==> src/phase_angle_triac_firing_defines.svh <==
// Assertion macros for the phase-angle triac trigger.
// Included by the modules that carry concurrent checks; no other dependencies.
`ifndef PHASE_ANGLE_TRIAC_FIRING_DEFINES_SVH
`define PHASE_ANGLE_TRIAC_FIRING_DEFINES_SVH

`ifndef SYNTH
`define PATF_ASSERT(lbl, clk, rst_n, prop) \
    lbl: assert property (@(posedge clk) disable iff (!rst_n) prop) \
        else $error("assertion failed");
`define PATF_ASSERT_ALWAYS(lbl, clk, prop) \
    lbl: assert property (@(posedge clk) prop) \
        else $error("assertion failed");
`else
`define PATF_ASSERT(lbl, clk, rst_n, prop)
`define PATF_ASSERT_ALWAYS(lbl, clk, prop)
`endif

`endif

==> src/patf_pkg.sv <==
// Shared constants and controller/datapath interface types for the triac trigger.
// No dependencies.
package patf_pkg;

    localparam int PULSE_COUNTS_DEF = 399;
    localparam int COUNT_WIDTH_DEF  = 16;

    localparam int ANGLE_W = 15;
    localparam int FREQ_W  = 13;
    localparam int FIX_W   = 14;
    localparam int CFG_W   = 15;
    localparam int CFG_IDX_W = 2;

    localparam logic [CFG_IDX_W-1:0] REG_ANGLE  = 2'd0;
    localparam logic [CFG_IDX_W-1:0] REG_FREQ   = 2'd1;
    localparam logic [CFG_IDX_W-1:0] REG_FIX    = 2'd2;
    localparam logic [CFG_IDX_W-1:0] REG_ENABLE = 2'd3;

    localparam logic [ANGLE_W-1:0] ANGLE_RST = 15'd9000;
    localparam logic [FREQ_W-1:0]  FREQ_RST  = 13'd6000;
    localparam logic [FIX_W-1:0]   FIX_RST   = 14'd1000;

    // delay = angle * 50000 / (9 * freq): angle in 0.01 deg, freq in 0.01 Hz, 0.5 us ticks
    localparam int ANGLE_SCALE = 50000;
    localparam int FREQ_SCALE  = 9;
    localparam int NUM_W = 31;   // 32767 * 50000 < 2^31
    localparam int DEN_W = 17;   // 8191 * 9 < 2^17
    localparam int DIV_STEPS = NUM_W;
    localparam int STEP_CNT_W = $clog2(DIV_STEPS);
    localparam int SUM_W = NUM_W + 3;

    typedef struct packed {
        logic busy;     // delay recompute in progress, input held off
        logic load;     // register product and divisor
        logic step;     // one restoring divide step
        logic finish;   // apply correction and saturate
    } t_cmd;

    typedef struct packed {
        logic skid_full;
    } t_sts;

endpackage

==> src/patf_ctrl.sv <==
// Controller for the delay recompute sequence: load, divide steps, finish.
// Depends on patf_pkg.
module patf_ctrl (
    input  logic            i_clk,
    input  logic            i_rst_n,
    input  logic            i_cfg_we,
    input  patf_pkg::t_sts  i_sts,
    output patf_pkg::t_cmd  o_cmd,
    output logic            o_in_stall
);

    localparam logic [1:0] S_IDLE = 2'd0;
    localparam logic [1:0] S_LOAD = 2'd1;
    localparam logic [1:0] S_DIV  = 2'd2;
    localparam logic [1:0] S_FIN  = 2'd3;

    localparam logic [patf_pkg::STEP_CNT_W-1:0] LAST_STEP =
        patf_pkg::STEP_CNT_W'(patf_pkg::DIV_STEPS - 1);

    logic [1:0] r_state, n_state;
    logic [patf_pkg::STEP_CNT_W-1:0] r_step, n_step;

    always_comb begin
        n_state = r_state;
        n_step  = r_step;
        unique case (r_state)
            S_IDLE: n_state = S_IDLE;
            S_LOAD: begin
                n_state = S_DIV;
                n_step  = '0;
            end
            S_DIV: begin
                n_step = r_step + 1'b1;
                if (r_step == LAST_STEP) begin
                    n_state = S_FIN;
                end
            end
            S_FIN: n_state = S_IDLE;
            default: n_state = S_IDLE;
        endcase
        // any register write restarts the recompute with the new values
        if (i_cfg_we) begin
            n_state = S_LOAD;
        end
    end

    always_ff @(posedge i_clk) begin
        if (!i_rst_n) begin
            r_state <= S_LOAD;
            r_step  <= '0;
        end else begin
            r_state <= n_state;
            r_step  <= n_step;
        end
    end

    always_comb begin
        o_cmd.busy   = (r_state != S_IDLE);
        o_cmd.load   = (r_state == S_LOAD);
        o_cmd.step   = (r_state == S_DIV);
        o_cmd.finish = (r_state == S_FIN);
    end

    assign o_in_stall = o_cmd.busy || i_sts.skid_full;

endmodule

==> src/patf_dp.sv <==
// Datapath: config registers, delay divider, firing counter and output queue.
// Depends on patf_pkg and phase_angle_triac_firing_defines.svh.
`include "phase_angle_triac_firing_defines.svh"

module patf_dp #(
    parameter int PULSE_COUNTS = patf_pkg::PULSE_COUNTS_DEF,
    parameter int COUNT_WIDTH  = patf_pkg::COUNT_WIDTH_DEF
) (
    input  logic                              i_clk,
    input  logic                              i_rst_n,
    input  logic                              i_cfg_we,
    input  logic [patf_pkg::CFG_IDX_W-1:0]    i_cfg_idx,
    input  logic [patf_pkg::CFG_W-1:0]        i_cfg_data,
    input  patf_pkg::t_cmd                    i_cmd,
    output patf_pkg::t_sts                    o_sts,
    input  logic                              i_in_valid,
    input  logic                              i_zero_cross_edge,
    input  logic                              i_tick,
    output logic                              o_out_valid,
    input  logic                              i_out_stall,
    output logic                              o_gate,
    output logic                              o_busy_res
);

    localparam int DELAY_MAX = (2 ** COUNT_WIDTH) - 1 - PULSE_COUNTS;
    localparam int NUM_W = patf_pkg::NUM_W;
    localparam int DEN_W = patf_pkg::DEN_W;
    localparam int SUM_W = patf_pkg::SUM_W;
    localparam int FIX_W = patf_pkg::FIX_W;

    // config registers
    logic [patf_pkg::ANGLE_W-1:0] r_angle;
    logic [patf_pkg::FREQ_W-1:0]  r_freq;
    logic [FIX_W-1:0]             r_fix;
    logic                         r_enable;

    always_ff @(posedge i_clk) begin
        if (!i_rst_n) begin
            r_angle  <= patf_pkg::ANGLE_RST;
            r_freq   <= patf_pkg::FREQ_RST;
            r_fix    <= patf_pkg::FIX_RST;
            r_enable <= 1'b0;
        end else if (i_cfg_we) begin
            unique case (i_cfg_idx)
                patf_pkg::REG_ANGLE:  r_angle  <= i_cfg_data[patf_pkg::ANGLE_W-1:0];
                patf_pkg::REG_FREQ:   r_freq   <= i_cfg_data[patf_pkg::FREQ_W-1:0];
                patf_pkg::REG_FIX:    r_fix    <= i_cfg_data[FIX_W-1:0];
                patf_pkg::REG_ENABLE: r_enable <= i_cfg_data[0];
                default: ;
            endcase
        end
    end

    // restoring divider; r_num shifts out dividend bits and collects quotient bits
    logic [NUM_W-1:0]      r_num;
    logic [DEN_W-1:0]      r_den;
    logic [DEN_W:0]        r_rem;
    logic [DEN_W:0]        trial;
    logic                  qbit;
    logic [COUNT_WIDTH-1:0] r_calc;
    logic signed [SUM_W-1:0] total;
    logic signed [SUM_W-1:0] fix_ext;

    assign trial = {r_rem[DEN_W-1:0], r_num[NUM_W-1]};
    assign qbit  = (trial >= {1'b0, r_den});
    assign fix_ext = SUM_W'(signed'(r_fix));
    assign total = signed'({3'b000, r_num}) + (fix_ext <<< 1) - SUM_W'(1);

    always_ff @(posedge i_clk) begin
        if (i_cmd.load) begin
            r_num <= NUM_W'(32'(r_angle) * 32'(patf_pkg::ANGLE_SCALE));
            r_den <= DEN_W'(DEN_W'(r_freq) * DEN_W'(patf_pkg::FREQ_SCALE));
            r_rem <= '0;
        end else if (i_cmd.step) begin
            r_rem <= qbit ? (trial - {1'b0, r_den}) : trial;
            r_num <= {r_num[NUM_W-2:0], qbit};
        end
        if (i_cmd.finish) begin
            if (r_den == '0) begin
                r_calc <= COUNT_WIDTH'(DELAY_MAX);
            end else if (total[SUM_W-1]) begin
                r_calc <= '0;
            end else if (total > signed'(SUM_W'(DELAY_MAX))) begin
                r_calc <= COUNT_WIDTH'(DELAY_MAX);
            end else begin
                r_calc <= total[COUNT_WIDTH-1:0];
            end
        end
    end

    // firing counter; armed is simply the complement of running
    logic                   r_running;
    logic                   r_gate;
    logic [COUNT_WIDTH-1:0] r_count;
    logic [COUNT_WIDTH-1:0] r_delay;
    logic                   acc;
    logic                   start;
    logic [COUNT_WIDTH-1:0] eff_delay;
    logic [COUNT_WIDTH-1:0] n_count;
    logic                   n_running;
    logic                   n_gate;
    logic                   r_out_v, r_skid_v;
    logic                   r_out_gate, r_out_busy;
    logic                   r_skid_gate, r_skid_busy;
    logic                   pop;

    assign acc   = i_in_valid && !i_cmd.busy && !r_skid_v;
    assign start = i_zero_cross_edge && r_enable && !r_running;
    // idle steps follow the freshly computed delay; a firing keeps the one it started with
    assign eff_delay = r_running ? r_delay : r_calc;

    always_comb begin
        n_count   = r_count;
        n_running = r_running;
        n_gate    = r_gate;
        if (start) begin
            n_count   = '0;
            n_running = 1'b1;
        end else if (r_running && i_tick) begin
            n_count = r_count + 1'b1;
        end
        if (n_running) begin
            if (n_count == eff_delay) begin
                n_gate = 1'b1;
            end
            if (n_count == COUNT_WIDTH'(eff_delay + COUNT_WIDTH'(PULSE_COUNTS))) begin
                n_gate    = 1'b0;
                n_running = 1'b0;
            end
        end
    end

    always_ff @(posedge i_clk) begin
        if (!i_rst_n) begin
            r_running <= 1'b0;
            r_gate    <= 1'b0;
            r_count   <= '0;
        end else if (acc) begin
            r_running <= n_running;
            r_gate    <= n_gate;
            r_count   <= n_count;
        end
    end

    always_ff @(posedge i_clk) begin
        if (acc) begin
            r_delay <= eff_delay;
        end
    end

    // output register plus skid stage
    assign pop = r_out_v && !i_out_stall;

    always_ff @(posedge i_clk) begin
        if (!i_rst_n) begin
            r_out_v  <= 1'b0;
            r_skid_v <= 1'b0;
        end else begin
            if (!r_out_v || pop) begin
                r_out_v  <= r_skid_v || acc;
                r_skid_v <= r_skid_v && acc;
            end else if (acc) begin
                r_skid_v <= 1'b1;
            end
        end
    end

    always_ff @(posedge i_clk) begin
        if (!r_out_v || pop) begin
            if (r_skid_v) begin
                r_out_gate <= r_skid_gate;
                r_out_busy <= r_skid_busy;
            end else begin
                r_out_gate <= n_gate;
                r_out_busy <= n_running;
            end
        end
        if (acc && (r_skid_v || (r_out_v && !pop))) begin
            r_skid_gate <= n_gate;
            r_skid_busy <= n_running;
        end
    end

    assign o_out_valid     = r_out_v;
    assign o_gate          = r_out_gate;
    assign o_busy_res      = r_out_busy;
    assign o_sts.skid_full = r_skid_v;

    `PATF_ASSERT(a_skid_behind_out, i_clk, i_rst_n, r_skid_v |-> r_out_v)
    `PATF_ASSERT(a_gate_only_firing, i_clk, i_rst_n, r_gate |-> r_running)
    `PATF_ASSERT(a_no_beat_while_calc, i_clk, i_rst_n, i_cmd.busy |-> !acc)
    `PATF_ASSERT(a_start_runs, i_clk, i_rst_n, (acc && start) |=> r_running)

endmodule

==> src/phase_angle_triac_firing.sv <==
// Phase-angle triac trigger. Each input beat carries one zero-cross flag and one
// 0.5 us tick flag and yields one output beat with the gate level and busy flag.
// An enabled crossing while idle starts a tick counter; the gate rises when the
// count reaches the delay and falls PULSE_COUNTS ticks later. The delay is
// angle*50000/(9*freq) + 2*fix - 1, saturated to 0..2^COUNT_WIDTH-1-PULSE_COUNTS.
// Rate: one beat per clock while no recompute runs and the skid stage is empty.
// After reset and every register write the input stalls for a multiply, 31 steps of
// the bit-serial restoring divider and a saturate. Output goes through a register
// and a skid stage, so one beat is still taken while a result waits.
// Depends on patf_pkg, patf_ctrl and patf_dp.
module phase_angle_triac_firing #(
    parameter int PULSE_COUNTS = patf_pkg::PULSE_COUNTS_DEF,
    parameter int COUNT_WIDTH  = patf_pkg::COUNT_WIDTH_DEF
) (
    input  logic                           i_clk,
    input  logic                           i_rst_n,
    input  logic                           i_cfg_we,
    input  logic [patf_pkg::CFG_IDX_W-1:0] i_cfg_idx,
    input  logic [patf_pkg::CFG_W-1:0]     i_cfg_data,
    input  logic                           i_in_valid,
    output logic                           o_in_stall,
    input  logic                           i_zero_cross_edge,
    input  logic                           i_tick,
    output logic                           o_out_valid,
    input  logic                           i_out_stall,
    output logic                           o_gate,
    output logic                           o_busy_res
);

    patf_pkg::t_cmd cmd;
    patf_pkg::t_sts sts;

    patf_ctrl u_ctrl (
        .i_clk      (i_clk),
        .i_rst_n    (i_rst_n),
        .i_cfg_we   (i_cfg_we),
        .i_sts      (sts),
        .o_cmd      (cmd),
        .o_in_stall (o_in_stall)
    );

    patf_dp #(
        .PULSE_COUNTS (PULSE_COUNTS),
        .COUNT_WIDTH  (COUNT_WIDTH)
    ) u_dp (
        .i_clk             (i_clk),
        .i_rst_n           (i_rst_n),
        .i_cfg_we          (i_cfg_we),
        .i_cfg_idx         (i_cfg_idx),
        .i_cfg_data        (i_cfg_data),
        .i_cmd             (cmd),
        .o_sts             (sts),
        .i_in_valid        (i_in_valid),
        .i_zero_cross_edge (i_zero_cross_edge),
        .i_tick            (i_tick),
        .o_out_valid       (o_out_valid),
        .i_out_stall       (i_out_stall),
        .o_gate            (o_gate),
        .o_busy_res        (o_busy_res)
    );

endmodule

==> config.mk <==
export PLATFORM = sky130hd
export DESIGN_NAME = phase_angle_triac_firing
export DESIGN_NICKNAME = d
export VERILOG_FILES = /design/src/patf_pkg.sv /design/src/patf_ctrl.sv /design/src/patf_dp.sv /design/src/phase_angle_triac_firing.sv
export VERILOG_INCLUDE_DIRS = /design/src /design/src/src
export SDC_FILE = /design/constraint.sdc
export NUM_CORES = 1
export LEC_CHECK = 0
export BUFFER_PORTS_ARGS = -buffer_cell sky130_fd_sc_hd__buf_4
export CAP_MARGIN = 20
export CORE_ASPECT_RATIO = 1.25
export CORE_MARGIN = 2
export CORE_UTILIZATION = 55
export CTS_BUF_LIST = sky130_fd_sc_hd__clkbuf_4
export DETAILED_ROUTE_END_ITERATION = 6
export GPL_TIMING_DRIVEN = 0
export PLACE_DENSITY = 0.71
export SLEW_MARGIN = 0
export SYNTH_ARGS = -nofsm -noshare
export SYNTH_HDL_FRONTEND = slang
export SYNTH_SLANG_ARGS = --single-unit
export TNS_END_PERCENT = 30
==> constraint.sdc <==
create_clock -name i_clk -period 5.6 [get_ports i_clk]
set_clock_uncertainty 0.15 [all_clocks]
set_input_delay 1.12 -clock i_clk [delete_from_list [all_inputs] [get_ports i_clk]]
set_output_delay 1.12 -clock i_clk [all_outputs]
set_load 0.01 [all_outputs]
==> results.sh <==
export IMPL_status="finished with violations"
export IMPL_violations="design-rule violations"
export IMPL_hp_start="u_dp.r_freq[0]"
export IMPL_reg2reg_depth=15
export IMPL_rrSetupSlack_ns=0.21
export IMPL_synth_top_area_share_pct=16.08
export IMPL_synth_compound_area_share_pct=18.46
export IMPL_crit_top_cell="or4_1"
export IMPL_clk_latency_ns=0.63
export IMPL_postSynthAreaPerCell_um2=8.539
export IMPL_worst_pin_slew_ns=0.8205
export IMPL_seq_area_frac_synth_pct=28.28
export IMPL_synth_simple_gate_area_share_pct=18.88
export IMPL_synth_area_um2=14940
export IMPL_wirelength_um=35180
export IMPL_hold_viol_final=0
export IMPL_synth_common_cells="nand2_1 (210), ha_1 (175), inv_1 (156)"
export IMPL_fin_crit_sh_pct=96.17
export IMPL_num_io_pins=28
export IMPL_r2r_start="u_dp.r_fix[0]"
export IMPL_cts_hold_buffers_added=0
export IMPL_grt_max_degree=26
export IMPL_ys_flop_type="dfxtp_1"
export IMPL_routedWlPerCell_um=16.31
export IMPL_yosys_area_share_adder_pct=20.49
export IMPL_finalSetupViolCount=0
export IMPL_clockBufferDepth=2
export IMPL_synth_top_area_cell="edfxtp_1"
export IMPL_drive_gt1_share_pct=6.295
export IMPL_switching_share_pct=40.45
export IMPL_p_total_mw=4.226
export IMPL_fin_util_pct=59.95
export IMPL_clock_fmax_mhz=185.7
export IMPL_internal_power_mw=2.517
export IMPL_antenna_found_initial=1
export IMPL_worst_ep_arrival_time_ns=5.71
export IMPL_end_kind="flip-flop"
export IMPL_drc=1
export IMPL_cts_made_buffers=17
export IMPL_hp_class="reg2reg"
export IMPL_hold_end="u_dp.r_den[0]"
export IMPL_critPathSlowestCell="or4_1"
export IMPL_place_hpwl_um=28310
export IMPL_gp_congestion=0.8944
export IMPL_max_slew_margin_rel_pct=43.88
export IMPL_hold_depth=0
export IMPL_die_h_um=188.2
export IMPL_pwr_share_clk_pct=19.6
export IMPL_htreeDepth=4
export IMPL_seqPwrFrac_pct=36.4
export IMPL_core_um2=26740
export IMPL_r2r_end="u_dp.r_calc[8]"
export IMPL_yosysMostFrequentCell="nand2_1"
export IMPL_nNetsFinal=2040
export IMPL_yosysWarnings=0
export IMPL_synthArstFlopShare_pct=0
export IMPL_drv_slew=0
export IMPL_start_util_pct=55.85
export IMPL_clockRootBuffer="clkbuf_4"
export IMPL_combPwrFrac_pct=44.1
export IMPL_crit_buf_inv=1
export IMPL_synth_mux_area_share_pct=1.868
export IMPL_ant_nets=0
export IMPL_start_kind="flip-flop"
export IMPL_cp_top_family="simple AND/OR/NAND/NOR gates"
export IMPL_max_stage_delay_ns=0.54
export IMPL_power_density_nw_per_um2=263.6
export IMPL_synth_area_leaders="edfxtp_1 (16%), ha_1 (15%), dfxtp_1 (12%)"
export IMPL_cts_tree="built"
export IMPL_grt_pass1_wl_um=58580
export IMPL_synth_edf_count=80
export IMPL_path_cells="ha_1 -> fa_1 -> a211o_1 -> a21o_1 -> a31oi_1 -> o21ai_0 -> xor2_1 -> nor4_4 -> nand2_1 -> xnor2_1 -> or4_1 -> or4_1 -> or4_1 -> buf_6 -> nor2_2"
export IMPL_rows=67
export IMPL_grtUsageTotal_pct=25.48
export IMPL_die_area_um2=28500
export IMPL_firstDrtPassIters=7
export IMPL_ys_types=80
export IMPL_die_x_um=151.4
export IMPL_synth_seq_cells=171
export IMPL_synth_nets=1991
export IMPL_drtIter0Drc=526
export IMPL_maxCapViolations=0
export IMPL_via_per_inst=5.807
export IMPL_path_max_fanout=7
export IMPL_vias=12530
export IMPL_fin_cells=2157
export IMPL_clk_pin_slew_ns=0.17
export IMPL_synth_top_family_by_area="adder cells"
export IMPL_placed_cells=2123
export IMPL_fin_crit_ns=5.386
export IMPL_cts_sinks=171
export IMPL_leakage_nw=6.710
export IMPL_syn_inst=1749
export IMPL_portBuffers=25
export IMPL_grt_overflow=0
export IMPL_grt_pass1_vias=12260
export IMPL_switchingPower_mw=1.709
export IMPL_area_growth_pct=7.347
export IMPL_vdd_drop_max_uv=140.4
export IMPL_rsz0062_at_grt="yes"
export IMPL_required_ns=5.93
export IMPL_setup_tns_ns=0
export IMPL_synth_xor_area_share_pct=6.392
export IMPL_crit_type="reg2reg"
layout make-up:
cell class / instances / area, µm²
Buffer: 62 / 255.2
Timing Repair Buffer: 30 / 246.5
Multi-Input combinational cell: 1360 / 9948
Tap cell: 345 / 431.7
Clock inverter: 15 / 205.2
Sequential cell: 171 / 4230
Antenna cell: 1 / 2.502
Fill cell: 2362 / 10710
Inverter: 156 / 585.6
Clock buffer: 17 / 127.6
per-stage QoR:
step	cell area [µm²]	hold slack (ns)	setup WS [ns]
after floorplan	14940	0.2866	0.5309
after global placement	15550	0.3065	-0.1941
after detailed placement	15610	0.3027	-0.1083
after CTS	15940	0.3399	0.01238
after global routing	16030	0.3501	-0.03198
final	16030	0.3394	0.2143
power groups by stage:
| stage | logic, mW | clock network [mW] | registers, mW |
|---|---|---|---|
| floorplan | 1.45 | 0 | 1.54 |
| global placement | 1.76 | 0 | 1.56 |
| detailed placement | 1.80 | 0 | 1.57 |
| CTS | 1.82 | 0.843 | 1.54 |
| global route | 2.12 | 0.883 | 1.55 |
| finish | 1.86 | 0.827 | 1.54 |
routing by layer:
layer | share of wire [%] | GRT usage, % | routed length (µm)
met5 | 0 | 0 | 0
met4 | 2.5 | 7.441 | 870
met3 | 3.3 | 3.099 | 1146
met2 | 51 | 46.19 | 17810
met1 | 44 | 31.34 | 15360
registers in the layout, summed over array words and instances (netlist names), 14 cells and up:
signal and flops:
u_dp.r_num 31, u_dp.r_den 17, u_dp.r_rem 17, u_dp.r_calc 16
u_dp.r_count 16, u_dp.r_delay 16, u_dp.r_angle 15, u_dp.r_fix 14
cell usage in the layout (no fill, tap or decap), drive strengths merged, types with 9 or more instances in the layout:
| cell | netlist | layout |
|---|---|---|
| xnor2 | 73 | 73 |
| or3 | 13 | 13 |
| nor2b | 28 | 28 |
| o21bai | 12 | 12 |
| o211ai | 9 | 9 |
| xor2 | 36 | 36 |
| o31a | 11 | 11 |
| nand2b | 16 | 16 |
| o31ai | 12 | 12 |
| ha | 175 | 175 |
| a21oi | 108 | 108 |
| a21boi | 45 | 45 |
| nor3 | 43 | 43 |
| a31oi | 16 | 16 |
| o21ai | 91 | 91 |
| dfxtp | 91 | 91 |
| mux2i | 20 | 20 |
| nand4 | 21 | 21 |
| or4 | 11 | 11 |
| edfxtp | 80 | 80 |
| fa | 43 | 43 |
| a21o | 19 | 19 |
| nand3 | 52 | 52 |
| o21a | 9 | 9 |
| nand2 | 210 | 210 |
| nor4 | 18 | 18 |
| inv | 156 | 163 |
| buf | 14 | 44 |
| clkbuf | 48 | 65 |
| a211oi | 28 | 28 |
| nor2 | 125 | 125 |
repair_timing:
| action | 4_1_cts | 5_1_grt |
|---|---|---|
| pin swaps | 0 | 2 |
| gates resized for setup | 1 | 18 |
| buffers inserted | 0 | 1 |
| endpoints found under the setup margin | 6 | 21 |
how the worst max path moves through the flow:
stage / start / to / slack, ns / cells after the start
final: u_dp.r_fix[0] / u_dp.r_calc[8] / 0.21 / 15
after global routing: u_dp.r_angle[1] / u_dp.r_num[23] / -0.03 / 20
after CTS: u_dp.r_num[1] / u_dp.r_calc[11] / 0.01 / 14
after detailed placement: u_dp.r_fix[13] / u_dp.r_calc[8] / -0.11 / 15
after global placement: i_tick / u_dp.o_gate / -0.19 / 14
after floorplan: u_dp.r_fix[13] / u_dp.r_calc[3] / 0.53 / 15
logic make-up after synthesis:
logic type,Yosys count
muxes,27
AOI/OAI and AO/OA,420
and+or+nand+nor,585
xor gates and xnor gates,109
DFF,171
adders and majority gates,219
buffers and inverters,218
worst register-to-register path, stage by stage, from the launching register on:
cell	delay (ns)
dfxtp_1	0.38
ha_1	0.24
fa_1	0.43
a211o_1	0.36
a21o_1	0.19
a31oi_1	0.47
o21ai_0	0.20
xor2_1	0.25
nor4_4	0.46
nand2_1	0.19
xnor2_1	0.15
or4_1	0.54
or4_1	0.46
or4_1	0.54
buf_6	0.16
nor2_2	0.09
(Power assumes the default switching activity.)
